## src/rtl/core/scpt_pkg.sv

```systemverilog
// Shared types, register offsets and the prescaler table of the prescaled timer core.
package scpt_pkg;

    localparam int TIMER_COUNT_DEF = 6;
    localparam int COUNT_BITS_DEF  = 32;
    localparam int DATA_BITS       = 32;
    localparam int ADDR_BITS       = 7;
    localparam int PRESCALE_BITS   = 6;
    localparam int DIVISOR_BITS    = 7;

    typedef enum logic [1:0] {
        ACT_READ  = 2'd0,
        ACT_WRITE = 2'd1,
        ACT_TICK  = 2'd2,
        ACT_NONE  = 2'd3
    } t_action;

    typedef logic [3:0] t_div_index;

    // Register offsets inside one timer's 16-byte group.
    localparam logic [3:0] REG_CON = 4'h0;
    localparam logic [3:0] REG_CLK = 4'h4;
    localparam logic [3:0] REG_CNT = 4'h8;

    // Prescaler index that has no divisor: the timer holds.
    localparam t_div_index HALT_INDEX = 4'hF;

    function automatic logic [DIVISOR_BITS-1:0] divisor_of(input t_div_index idx);
        logic [DIVISOR_BITS-1:0] div;
        case (idx)
            4'd0:    div = 7'd1;
            4'd1:    div = 7'd2;
            4'd2:    div = 7'd3;
            4'd3:    div = 7'd4;
            4'd4:    div = 7'd5;
            4'd5:    div = 7'd6;
            4'd6:    div = 7'd8;
            4'd7:    div = 7'd9;
            4'd8:    div = 7'd10;
            4'd9:    div = 7'd11;
            4'd10:   div = 7'd12;
            4'd11:   div = 7'd13;
            4'd12:   div = 7'd16;
            4'd13:   div = 7'd32;
            4'd14:   div = 7'd64;
            default: div = 7'd0;
        endcase
        return div;
    endfunction

endpackage

```

## src/rtl/core/scpt_req_if.sv

```systemverilog
// Request channel: register access or clock tick beats into the timer core.
interface scpt_req_if;
    import scpt_pkg::*;

    logic                  valid;
    logic                  ready;
    t_action               action;
    logic [ADDR_BITS-1:0]  address;
    logic [DATA_BITS-1:0]  write_data;
    logic                  sys_strobe;
    logic                  rtc_strobe;

    modport source (output valid, action, address, write_data, sys_strobe, rtc_strobe,
                    input ready);
    modport sink   (input valid, action, address, write_data, sys_strobe, rtc_strobe,
                    output ready);
endinterface

```

## src/rtl/core/scpt_rsp_if.sv

```systemverilog
// Response channel: one read data beat per request beat.
interface scpt_rsp_if;
    import scpt_pkg::*;

    logic                  valid;
    logic                  ready;
    logic [DATA_BITS-1:0]  read_data;

    modport source (output valid, read_data, input ready);
    modport sink   (input valid, read_data, output ready);
endinterface

```

## src/rtl/core/six_channel_prescaled_timer_core.sv

```systemverilog
// Top level of the six-channel prescaled up-counting timer core.
//
// Up to TIMER_COUNT up-counters of COUNT_BITS bits sit behind a 128-byte
// register window; timer n owns the group at byte offset 0x10*(n+1) with CON
// (+0: bit0 enable, bit1 write-one-to-clear the count; reads return bit0),
// CLK (+4: bits3:0 prescaler index into 1,2,3,4,5,6,8,9,10,11,12,13,16,32,64,
// index 15 holds the timer; bit4 picks the RTC strobe over the system strobe;
// a write restarts the prescaler) and CNT (+8, read only). Anything else reads
// zero and drops writes. Every request beat is a read, a write, a tick or an
// idle beat (ACT_NONE), and each gives exactly one response beat, zero unless it was a register read.
// The core takes one request beat per clock, back to back, as long as the
// response side keeps taking beats; with a response held downstream it takes
// one more beat into the input register and then stalls its request side.
// The input register and the response register bracket the single pass
// through the timer state.
// A tick updates every timer in that same pass.
module six_channel_prescaled_timer_core #(
    parameter int TIMER_COUNT = scpt_pkg::TIMER_COUNT_DEF,
    parameter int COUNT_BITS  = scpt_pkg::COUNT_BITS_DEF
) (
    input  logic       i_clk,
    input  logic       i_rst_n,
    scpt_req_if.sink   i_req,
    scpt_rsp_if.source o_rsp
);
    import scpt_pkg::*;

    // ---------------------------------------------------------------------
    // Input register: holds one request beat until the timer pass takes it.
    // ---------------------------------------------------------------------
    logic                  r_in_valid;
    t_action               r_action;
    logic [ADDR_BITS-1:0]  r_address;
    logic [DATA_BITS-1:0]  r_write_data;
    logic                  r_sys_strobe;
    logic                  r_rtc_strobe;

    // Response register.
    logic                  r_out_valid;
    logic [DATA_BITS-1:0]  r_out_data;
    logic [DATA_BITS-1:0]  n_out_data;

    // Per-timer state.
    logic                     r_enable   [TIMER_COUNT];
    t_div_index               r_div      [TIMER_COUNT];
    logic                     r_source   [TIMER_COUNT];
    logic [PRESCALE_BITS-1:0] r_prescale [TIMER_COUNT];
    logic [COUNT_BITS-1:0]    r_count    [TIMER_COUNT];

    logic                     n_enable   [TIMER_COUNT];
    t_div_index               n_div      [TIMER_COUNT];
    logic                     n_source   [TIMER_COUNT];
    logic [PRESCALE_BITS-1:0] n_prescale [TIMER_COUNT];
    logic [COUNT_BITS-1:0]    n_count    [TIMER_COUNT];

    logic       w_advance;
    logic [2:0] w_group;
    logic [3:0] w_offset;

    // Advance the held beat when the response register is free or draining.
    assign w_advance   = r_in_valid && (!r_out_valid || o_rsp.ready);
    assign i_req.ready = !r_in_valid || w_advance;

    assign w_group  = r_address[ADDR_BITS-1:4];
    assign w_offset = r_address[3:0];

    always_ff @(posedge i_clk) begin
        if (!i_rst_n) begin
            r_in_valid <= 1'b0;
        end else if (i_req.ready) begin
            r_in_valid <= i_req.valid;
        end
    end

    // Payload needs no reset; load only on an accepted beat.
    always_ff @(posedge i_clk) begin
        if (i_req.valid && i_req.ready) begin
            r_action     <= i_req.action;
            r_address    <= i_req.address;
            r_write_data <= i_req.write_data;
            r_sys_strobe <= i_req.sys_strobe;
            r_rtc_strobe <= i_req.rtc_strobe;
        end
    end

    // ---------------------------------------------------------------------
    // Single pass: decode, read mux and next state for every timer.
    // Group 0 is the empty header slot; timer k answers on group k+1.
    // ---------------------------------------------------------------------
    always_comb begin
        logic                    hit;
        logic                    strobe;
        logic [DIVISOR_BITS-1:0] pc_next;

        n_out_data = '0;
        for (int k = 0; k < TIMER_COUNT; k++) begin
            hit     = (w_group == 3'(k + 1));
            strobe  = r_source[k] ? r_rtc_strobe : r_sys_strobe;
            pc_next = {1'b0, r_prescale[k]} + DIVISOR_BITS'(1);

            n_enable[k]   = r_enable[k];
            n_div[k]      = r_div[k];
            n_source[k]   = r_source[k];
            n_prescale[k] = r_prescale[k];
            n_count[k]    = r_count[k];

            case (r_action)
                ACT_READ: begin
                    if (hit) begin
                        case (w_offset)
                            REG_CON: n_out_data = n_out_data
                                                | DATA_BITS'(r_enable[k]);
                            REG_CLK: n_out_data = n_out_data
                                                | DATA_BITS'({r_source[k], r_div[k]});
                            REG_CNT: n_out_data = n_out_data
                                                | DATA_BITS'(r_count[k]);
                            default: ;
                        endcase
                    end
                end
                ACT_WRITE: begin
                    if (hit) begin
                        case (w_offset)
                            REG_CON: begin
                                if (r_write_data[1]) begin
                                    n_count[k] = '0;
                                end
                                n_enable[k] = r_write_data[0];
                            end
                            REG_CLK: begin
                                n_div[k]      = r_write_data[3:0];
                                n_source[k]   = r_write_data[4];
                                n_prescale[k] = '0;
                            end
                            default: ;
                        endcase
                    end
                end
                ACT_TICK: begin
                    if (r_enable[k] && strobe && (r_div[k] != HALT_INDEX)) begin
                        if (pc_next >= divisor_of(r_div[k])) begin
                            n_prescale[k] = '0;
                            n_count[k]    = r_count[k] + COUNT_BITS'(1);
                        end else begin
                            n_prescale[k] = pc_next[PRESCALE_BITS-1:0];
                        end
                    end
                end
                default: ;
            endcase
        end
    end

    always_ff @(posedge i_clk) begin
        if (!i_rst_n) begin
            for (int k = 0; k < TIMER_COUNT; k++) begin
                r_enable[k]   <= 1'b0;
                r_div[k]      <= '0;
                r_source[k]   <= 1'b1;
                r_prescale[k] <= '0;
                r_count[k]    <= '0;
            end
        end else if (w_advance) begin
            for (int k = 0; k < TIMER_COUNT; k++) begin
                r_enable[k]   <= n_enable[k];
                r_div[k]      <= n_div[k];
                r_source[k]   <= n_source[k];
                r_prescale[k] <= n_prescale[k];
                r_count[k]    <= n_count[k];
            end
        end
    end

    // ---------------------------------------------------------------------
    // Response register.
    // ---------------------------------------------------------------------
    always_ff @(posedge i_clk) begin
        if (!i_rst_n) begin
            r_out_valid <= 1'b0;
        end else if (w_advance) begin
            r_out_valid <= 1'b1;
        end else if (o_rsp.ready) begin
            r_out_valid <= 1'b0;
        end
    end

    always_ff @(posedge i_clk) begin
        if (w_advance) begin
            r_out_data <= n_out_data;
        end
    end

    assign o_rsp.valid     = r_out_valid;
    assign o_rsp.read_data = r_out_data;

`ifndef SYNTHESIS
    // Backpressure only when both stages are full.
    a_ready_only_full: assert property (@(posedge i_clk) disable iff (!i_rst_n)
        !i_req.ready |-> (r_in_valid && r_out_valid))
        else $error("request stalled with a free stage");

    // The prescaler never reaches the divisor of a counting index.
    a_prescale_bound: assert property (@(posedge i_clk) disable iff (!i_rst_n)
        (r_div[0] != HALT_INDEX) |->
            ({1'b0, r_prescale[0]} < divisor_of(r_div[0])))
        else $error("prescaler beyond divisor");

    // A held timer keeps its count through a tick.
    a_halt_holds: assert property (@(posedge i_clk) disable iff (!i_rst_n)
        (w_advance && (r_action == ACT_TICK) && (r_div[0] == HALT_INDEX)) |=>
            (r_count[0] == $past(r_count[0])))
        else $error("held timer counted");

    // A disabled timer only changes its count through a register write.
    a_disabled_holds: assert property (@(posedge i_clk) disable iff (!i_rst_n)
        (w_advance && (r_action != ACT_WRITE) && !r_enable[0]) |=>
            (r_count[0] == $past(r_count[0])))
        else $error("disabled timer counted");
`endif

endmodule
```

## src/flat_wrapper.sv

```systemverilog
// flat-port wrapper written by rule: the top's interface ports become plain ports
module six_channel_prescaled_timer_core_flat import scpt_pkg::*;
#(
    parameter int TIMER_COUNT = scpt_pkg::TIMER_COUNT_DEF,
    parameter int COUNT_BITS  = scpt_pkg::COUNT_BITS_DEF
)
  (i_clk, i_rst_n, i_req_valid, i_req_action, i_req_address, i_req_write_data, i_req_sys_strobe, i_req_rtc_strobe, i_req_ready, o_rsp_valid, o_rsp_read_data, o_rsp_ready);
  scpt_req_if i_req_i ();
  scpt_rsp_if o_rsp_i ();
  input  logic i_clk;
  input  logic i_rst_n;
  input wire logic [$bits(i_req_i.valid)-1:0] i_req_valid;
  input wire logic [$bits(i_req_i.action)-1:0] i_req_action;
  input wire logic [$bits(i_req_i.address)-1:0] i_req_address;
  input wire logic [$bits(i_req_i.write_data)-1:0] i_req_write_data;
  input wire logic [$bits(i_req_i.sys_strobe)-1:0] i_req_sys_strobe;
  input wire logic [$bits(i_req_i.rtc_strobe)-1:0] i_req_rtc_strobe;
  output wire logic [$bits(i_req_i.ready)-1:0] i_req_ready;
  output wire logic [$bits(o_rsp_i.valid)-1:0] o_rsp_valid;
  output wire logic [$bits(o_rsp_i.read_data)-1:0] o_rsp_read_data;
  input wire logic [$bits(o_rsp_i.ready)-1:0] o_rsp_ready;
  assign i_req_i.valid = i_req_valid;
  assign i_req_i.action = i_req_action;
  assign i_req_i.address = i_req_address;
  assign i_req_i.write_data = i_req_write_data;
  assign i_req_i.sys_strobe = i_req_sys_strobe;
  assign i_req_i.rtc_strobe = i_req_rtc_strobe;
  assign i_req_ready = i_req_i.ready;
  assign o_rsp_valid = o_rsp_i.valid;
  assign o_rsp_read_data = o_rsp_i.read_data;
  assign o_rsp_i.ready = o_rsp_ready;
  six_channel_prescaled_timer_core #(.TIMER_COUNT(TIMER_COUNT), .COUNT_BITS(COUNT_BITS)) u_core (.i_clk(i_clk), .i_rst_n(i_rst_n), .i_req(i_req_i), .o_rsp(o_rsp_i));
endmodule
```

## config.mk

```make
export PLATFORM = sky130hd
export DESIGN_NAME = six_channel_prescaled_timer_core_flat
export DESIGN_NICKNAME = d
export VERILOG_FILES = /design/src/rtl/core/scpt_pkg.sv /design/src/rtl/core/scpt_req_if.sv /design/src/rtl/core/scpt_rsp_if.sv /design/src/rtl/core/six_channel_prescaled_timer_core.sv /design/src/flat_wrapper.sv
export SDC_FILE = /design/constraint.sdc
export NUM_CORES = 1
export LEC_CHECK = 0
export BUFFER_PORTS_ARGS = -buffer_cell sky130_fd_sc_hd__buf_2
export CORE_ASPECT_RATIO = 1.75
export CORE_MARGIN = 10
export CORE_UTILIZATION = 55
export DETAILED_ROUTE_END_ITERATION = 8
export PLACE_DENSITY_LB_ADDON = 0.05
export RECOVER_POWER = 100
export SLEW_MARGIN = 20
export SYNTH_ARGS = -nofsm -noshare
export SYNTH_HDL_FRONTEND = slang
export SYNTH_SLANG_ARGS = --single-unit
```

## constraint.sdc

```tcl
create_clock -name i_clk -period 14.71 [get_ports i_clk]
set_clock_uncertainty 0.1 [all_clocks]
set_input_delay 0.7355 -clock i_clk [delete_from_list [all_inputs] [get_ports i_clk]]
set_output_delay 0.7355 -clock i_clk [all_outputs]
set_load 0.01 [all_outputs]
```

==> reports/results.txt, run 1 <==
Largest net degree at the start of global routing: 70
Worst-case clock buffer depth: 3
Count leader, synth: edfxtp_1
First-pass GRT wire length: 77.9 mm
Cells taking the most area after synthesis: edfxtp_1 (50%), nor2_1 (5.5%), ha_1 (5.4%)
Initial antenna violation count: 0
Leak: 6.62 nW
Number of top-level pins: 81
Wire per inst: 22.2 um
Buf/Inv on CP: 4
Post-synth EDFFs: 312
Synth Instances: 1781
Synth warnings: 0
Setup TNS: 0 ns
Crit. Startpoint: u_core.r_action[0]
Layout Utilization: 0.600
Final Cell Area: 20100 um2
Finish-stage setup viols: 0
WL final: 50.5 mm
Die width: 159 um
Die Area: 41900 um2
Syn Nets: 1909
Netlist cell types: 56
DRT iter0 DRCs: 1018
Final period util: 0.535
CTS tree: built
Worst Hold Class: input pin to flop
Stages on the worst setup path: 7
Async SR Flop Fraction: 0
Overall Global Routing Usage: 0.233
Gpl congestion: 0.937
CP arrival: 7.97 ns
Critical Path Sink: u_core.r_count[0][178]
PostCTS Resize Cnt: 0
Total power: 2.13 mW
CP delay by family, top: buffers and inverters
Met1 WL: 18.3 mm
Sink Count: 314
Post-Syn Area per Cell: 10.4 um2
Yosys top cell area share: 0.504
Vias per cell: 6.17
Cell chain of the critical path: inv_1 > ha_1 > inv_1 > or4_1 > clkbuf_1 > clkbuf_1 > nor2_1
Top layer used by detailed routing: met4
Slew Limit Fails: 494
Postcts setup bufs: 0
Failing checks: capacitance limit, slew limit
Nets: 1923
Crit path max fanout: 69
WS Path Type: flop to flop
Layout cells sized above 1: 0.0589
Layout overhead on the synthesized area: 8.22%
DR pass1 iterations: 6
Peak supply drop: 122 uV
Clock insertion delay at the later pin of the skew report: 0.57 ns
RSZ-0062 raised after global routing: no
Number of global-route vias before repair: 14000
DRC violations left: 0
CP Launch Type: flop
Cell area after synthesis: 18600 um2
Met2 WL: 26.3 mm
Power Dens Cells: 106 nW/um2
Total grt overflow: 0
Max Cap Violations: 12
Upper clock frequency limit: 127 MHz
# rows: 89
Flops & latches, synth: 314
Commonest cells post-synth: edfxtp_1 (312), nor2_1 (273), nand3_1 (126), xor2_1 (111), nand2_1 (89)
Hold Vio Cnt, Final: 0
CTS clk-pin slew, worst paths: 0.07 ns
Run status: complete, but fails checks
Post-DP HPWL: 35.7 mm
Antenna Violating Nets Remaining: 0
Routed vias: 14000
Post-synth top flop: edfxtp_1
Initial Utilization: 0.555
Yosys top cell by area: edfxtp_1
WHS: 0.237 ns
CTS hold repair buffers: 0
IO Port Bufs: 53
Ant diodes: 0
CTS buffer count: 31
Core area: 33500 um2
R2R Path End: u_core.r_count[0][178]
DP Area: 19300 um2
Critical R2R Launch: u_core.r_action[0]
Critical-path top delay cell: clkbuf_1
Worst path required time: 14.81 ns
R2R depth: 7
Slew margin rel.: -1.08
Die height: 263 um
Register area share after synthesis: 0.506
Crit path largest cell delay: 2.31 ns
H-tree depth: 1
Fin crit period: 7.87 ns
CTS root buffer: clkbuf_16
Worst slew pin tran: 3.13 ns
CP Capture Type: flop
Wire length on met3: 2.09 mm
R2R Setup Slk: 6.84 ns
where the power goes:
| part | internal (mW) | switching, mW | total, mW |
|---|---|---|---|
| clock | 0.471 | 0.339 | 0.811 |
| combinational | 0.0747 | 0.125 | 0.200 |
| sequential | 1.05 | 0.0731 | 1.12 |
worst reg2reg max path, stage by stage (launching register included):
cell and delay [ns]:
edfxtp_1 0.37, inv_1 0.07, ha_1 0.19, inv_1 0.20, or4_1 1.72, clkbuf_1 2.31, clkbuf_1 2.34, nor2_1 0.21
flip-flops by register name, summed over array words and instances (netlist names):
| register | count |
|---|---|
| u_core.o_rsp.read_data | 32 |
| u_core.o_rsp.valid | 1 |
| u_core.r_action | 2 |
| u_core.r_address | 7 |
| u_core.r_count | 192 |
| u_core.r_div | 24 |
| u_core.r_enable | 6 |
| u_core.r_in_valid | 1 |
| u_core.r_prescale | 36 |
| u_core.r_rtc_strobe | 1 |
| u_core.r_source | 6 |
| u_core.r_sys_strobe | 1 |
| u_core.r_write_data | 5 |
how the worst min path moves through the flow:
stage                                       from                endpoint  slack [ns]  cells past startpoint
after global routing         i_req_write_data[0]  u_core.r_write_data[0]        0.22                      1
after detailed placement       u_core.r_in_valid      u_core.o_rsp.valid        0.42                      2
after floorplan           u_core.r_write_data[4]   u_core.r_source[0][5]        0.39                      1
after CTS                    i_req_write_data[3]  u_core.r_write_data[3]        0.21                      1
after global placement         u_core.r_in_valid      u_core.o_rsp.valid        0.42                      2
final                        i_req_write_data[4]  u_core.r_write_data[4]        0.24                      1
through the flow:
stage | worst slack (ns) | cells
after floorplan | 8.67 | 1781
after global placement | 10.27 | 2216
after detailed placement | 10.23 | 2216
after CTS | 10.68 | 2271
after global routing | 6.17 | 2272
final | 6.84 | 2272
metal layers:
layer	vias up	track usage
met2	404	0.421
met3	151	0.0278
li1	6600	-
met1	6856	0.246
met5	-	0
met4	0	0.160
placed cells by master (no fill, tap or decap), drive strengths merged, types with 27 or more instances in the layout:
| master | n |
|---|---|
| nor2b | 37 |
| ha | 81 |
| nor3 | 36 |
| inv | 40 |
| edfxtp | 312 |
| o21ai | 36 |
| clkbuf | 87 |
| nand3 | 126 |
| a21oi | 58 |
| nand2 | 89 |
| and2 | 27 |
| xnor2 | 77 |
| a221oi | 34 |
| nand4 | 55 |
| xor2 | 111 |
| mux2i | 27 |
| nor2 | 273 |
| a22oi | 48 |
cell families after synthesis:
logic type / Yosys count / share of synthesized area
multiplexers: 39 / 0.0218
buffers and inverters: 132 / 0.0281
XOR/XNOR: 188 / 0.0885
AO/OA/AOI/OAI: 256 / 0.0923
AND/OR/NAND/NOR: 771 / 0.209
adder cells (fa/ha/maj): 81 / 0.0545
flip-flops: 314 / 0.506
final cells by class:
type,count,area [um2]
timing repair buffer,73,318
tap,455,569
clock buffer,37,798
clock inverter,18,214
fill,2879,13400
inverter,40,150
sequential,314,9410
multi-input combinational,1335,8670
(Power assumes the default switching activity.)
==> run 2: changes to the inputs <==
clock period = 6.78 ns   (was 14.71 ns; I/O delays follow)
==> run 2 against run 1 <==
Against the previous run: the flow still finishes with violations (capacitance limit, slew limit); via count is 0.81% higher; worst hold slack got worse by 0.22 ns; worst setup slack worse by 4.7 ns; routed wire length up 0.11%; first-iteration DRC count is 8.5% higher; final area rose by 0.67%; flip-flop and latch count unchanged; critical endpoint is now u_core.r_count[0][42]; largest cell class unchanged.
==> reports/results.txt, run 2 (same netlist as run 1, synthesis figures left out) <==
Clock insertion delay at the later pin of the skew report: 0.59 ns (+0.02 ns)
Reg with most FFs: u_core.r_count
H-tree depth: 1 (unchanged)
Ant diodes: 0 (unchanged)
Failing checks: capacitance limit, slew limit
Slew Limit Fails: 118 (-76%)
Worst slew pin tran: 2.47 ns (-0.654 ns)
IO Port Bufs: 53 (unchanged)
Total grt overflow: 0 (unchanged)
CTS hold repair buffers: 18 (+18)
Wire per inst: 22.0 um (-0.94%)
Worst Hold Class: input pin to flop
Postcts setup bufs: 0 (unchanged)
Vias per cell: 6.15 (-0.25%)
Peak supply drop: 214 uV (+75%)
Crit. Startpoint: u_core.o_rsp.valid
Cell chain of the critical path: nor2b_1 > nor2_1 > clkbuf_1 > a31oi_1 > clkbuf_1 > nor3b_1 > buf_4
Die height: 263 um (unchanged)
Most frequent cells in the layout: edfxtp_1 (312), nor2_1 (273), nand3_1 (126), xor2_1 (111), nand2_1 (89)
Max Cap Violations: 3 (-9)
CTS root buffer: clkbuf_16
Sink Count: 314 (unchanged)
CTS buffer count: 31 (unchanged)
Fillers: 2940 (+2.1%)
Seq. cell area: 9410 um2 (unchanged)
Upper clock frequency limit: 215 MHz (+69%)
Finished Layout Cells: 2296 (+1.1%)
CP Launch Type: flop
Crit path max fanout: 32 (-54%)
Nets: 1944 (+1.1%)
Fin crit period: 4.66 ns (-3.21 ns)
WS Path Type: flop to flop
Die width: 159 um (unchanged)
DR pass1 iterations: 5 (-1)
Die Area: 41900 um2 (unchanged)
Antenna Violating Nets Remaining: 0 (unchanged)
Worst Min Path Start: o_rsp_ready
Leak: 6.70 nW (+1.2%)
Initial Utilization: 0.555 (unchanged)
Layout overhead on the synthesized area: 8.95%
Layout cells sized above 1: 0.0598 (+0.000862)
CP dominant cell by count: clkbuf_1
WL final: 50.5 mm (+0.11%)
Core area: 33500 um2 (unchanged)
CTS tree: built
Number of global-route vias before repair: 14000 (-0.036%)
Hold Vio Cnt, Final: 0 (unchanged)
# rows: 89 (unchanged)
PostCTS Resize Cnt: 0 (unchanged)
DP Area: 19300 um2 (+0.12%)
Finish-stage setup viols: 0 (unchanged)
Placed cell count: 2219 (+0.14%)
Max reg flops: 192 (unchanged)
Commonest non-fill, non-tap cell in the layout: edfxtp_1
Largest net degree at the start of global routing: 80 (+14%)
Run status: complete, but fails checks
Overall Global Routing Usage: 0.235 (+0.00249)
Multi-input logic area: 8670 um2 (about the same)
Slew margin rel.: -0.649 (+0.436)
RSZ-0062 raised after global routing: no
Worst-case clock buffer depth: 3 (unchanged)
Critical-path top delay cell: nor2_1
Final Cell Area: 20300 um2 (+0.67%)
Routed vias: 14100 (+0.81%)
DRC violations left: 0 (unchanged)
Worst path required time: 6.91 ns (-7.90 ns)
Gpl congestion: 0.927 (-1.0%)
CP Capture Type: flop
Crit path largest cell delay: 1.46 ns (-0.85 ns)
Critical R2R Launch: u_core.o_rsp.valid
DRT iter0 DRCs: 1105 (+8.5%)
Number of top-level pins: 81 (unchanged)
Setup TNS: 0 ns (unchanged)
Initial antenna violation count: 0 (unchanged)
First-pass GRT wire length: 79.1 mm (+1.5%)
CTS clk-pin slew, worst paths: 0.06 ns (about the same)
Power Dens Cells: 221 nW/um2 (+110%)
CP arrival: 4.79 ns (-3.18 ns)
Post-DP HPWL: 35.8 mm (+0.21%)
Final period util: 0.687 (+0.152)
==> run 2: changes by cell type in the layout (fill, tap and decap cells not counted), moves of 3 or more <==
| cell | change |
|---|---|
| clkbuf_1 | +3 |
| dlygate4sd3_1 | +18 |
| buf_4 | +12 |
| bufinv_16 | -5 |
==> run 2: path summary, 6_finish.rpt <==
path | slack [ns] | depth (start not counted) | end
max reg2reg | 2.12 | 7 | u_core.r_count[0][42]
max | 2.12 | 7 | u_core.r_count[0][42]
min reg2reg | 0.44 | 2 | u_core.o_rsp.valid
min | 0.02 | 4 | u_core.o_rsp.valid
==> run 2: final cells by class <==
class / instances / area share
Tap cell: 455 / 0.0281
Multi-Input combinational cell: 1335 / 0.428
Sequential cell: 314 / 0.464
Inverter: 40 / 0.00741
Clock inverter: 9 / 0.00216
Timing Repair Buffer: 94 / 0.0272
Clock buffer: 49 / 0.0426
==> run 2: critical path: cells and delay by family, from the launching register on <==
kind,cells,cell delay (ns)
flip-flops,1,0.30
AO/OA/AOI/OAI,1,0.28
buffers and inverters,3,1.60
AND/OR/NAND/NOR,3,1.97
==> run 2: metal layers <==
metal  part of all wire  GRT usage  vias to the layer above
met5                  0          0                        -
met4              0.068      0.147                        0
met3              0.044     0.0242                      140
met2               0.53      0.427                      463
met1               0.36      0.257                     6874
li1                   -          -                     6647
==> run 2: per-stage QoR <==
| step | utilization | setup slack (ns) | total power, mW | hold WS (ns) |
|---|---|---|---|---|
| 6_report | 0.604 | 2.12 | 4.48 | 0.0208 |
| 5_1_grt | 0.604 | 1.72 | 4.64 | 0.0804 |
| 4_1_cts | 0.608 | 3.08 | 4.51 | 0.0450 |
| 3_5_place_dp | 0.576 | 2.98 | 2.90 | 0.417 |
| 3_3_place_gp | 0.575 | 3.03 | 2.89 | 0.412 |
| 2_1_floorplan | - | 1.06 | 2.72 | 0.338 |
==> run 2: report_power, final <==
part	internal [mW]	switching [mW]	leakage, nW
combinational	0.172	0.275	3.07
sequential	2.27	0.157	3.19
clock	0.868	0.738	0.442
total	3.31	1.17	6.70
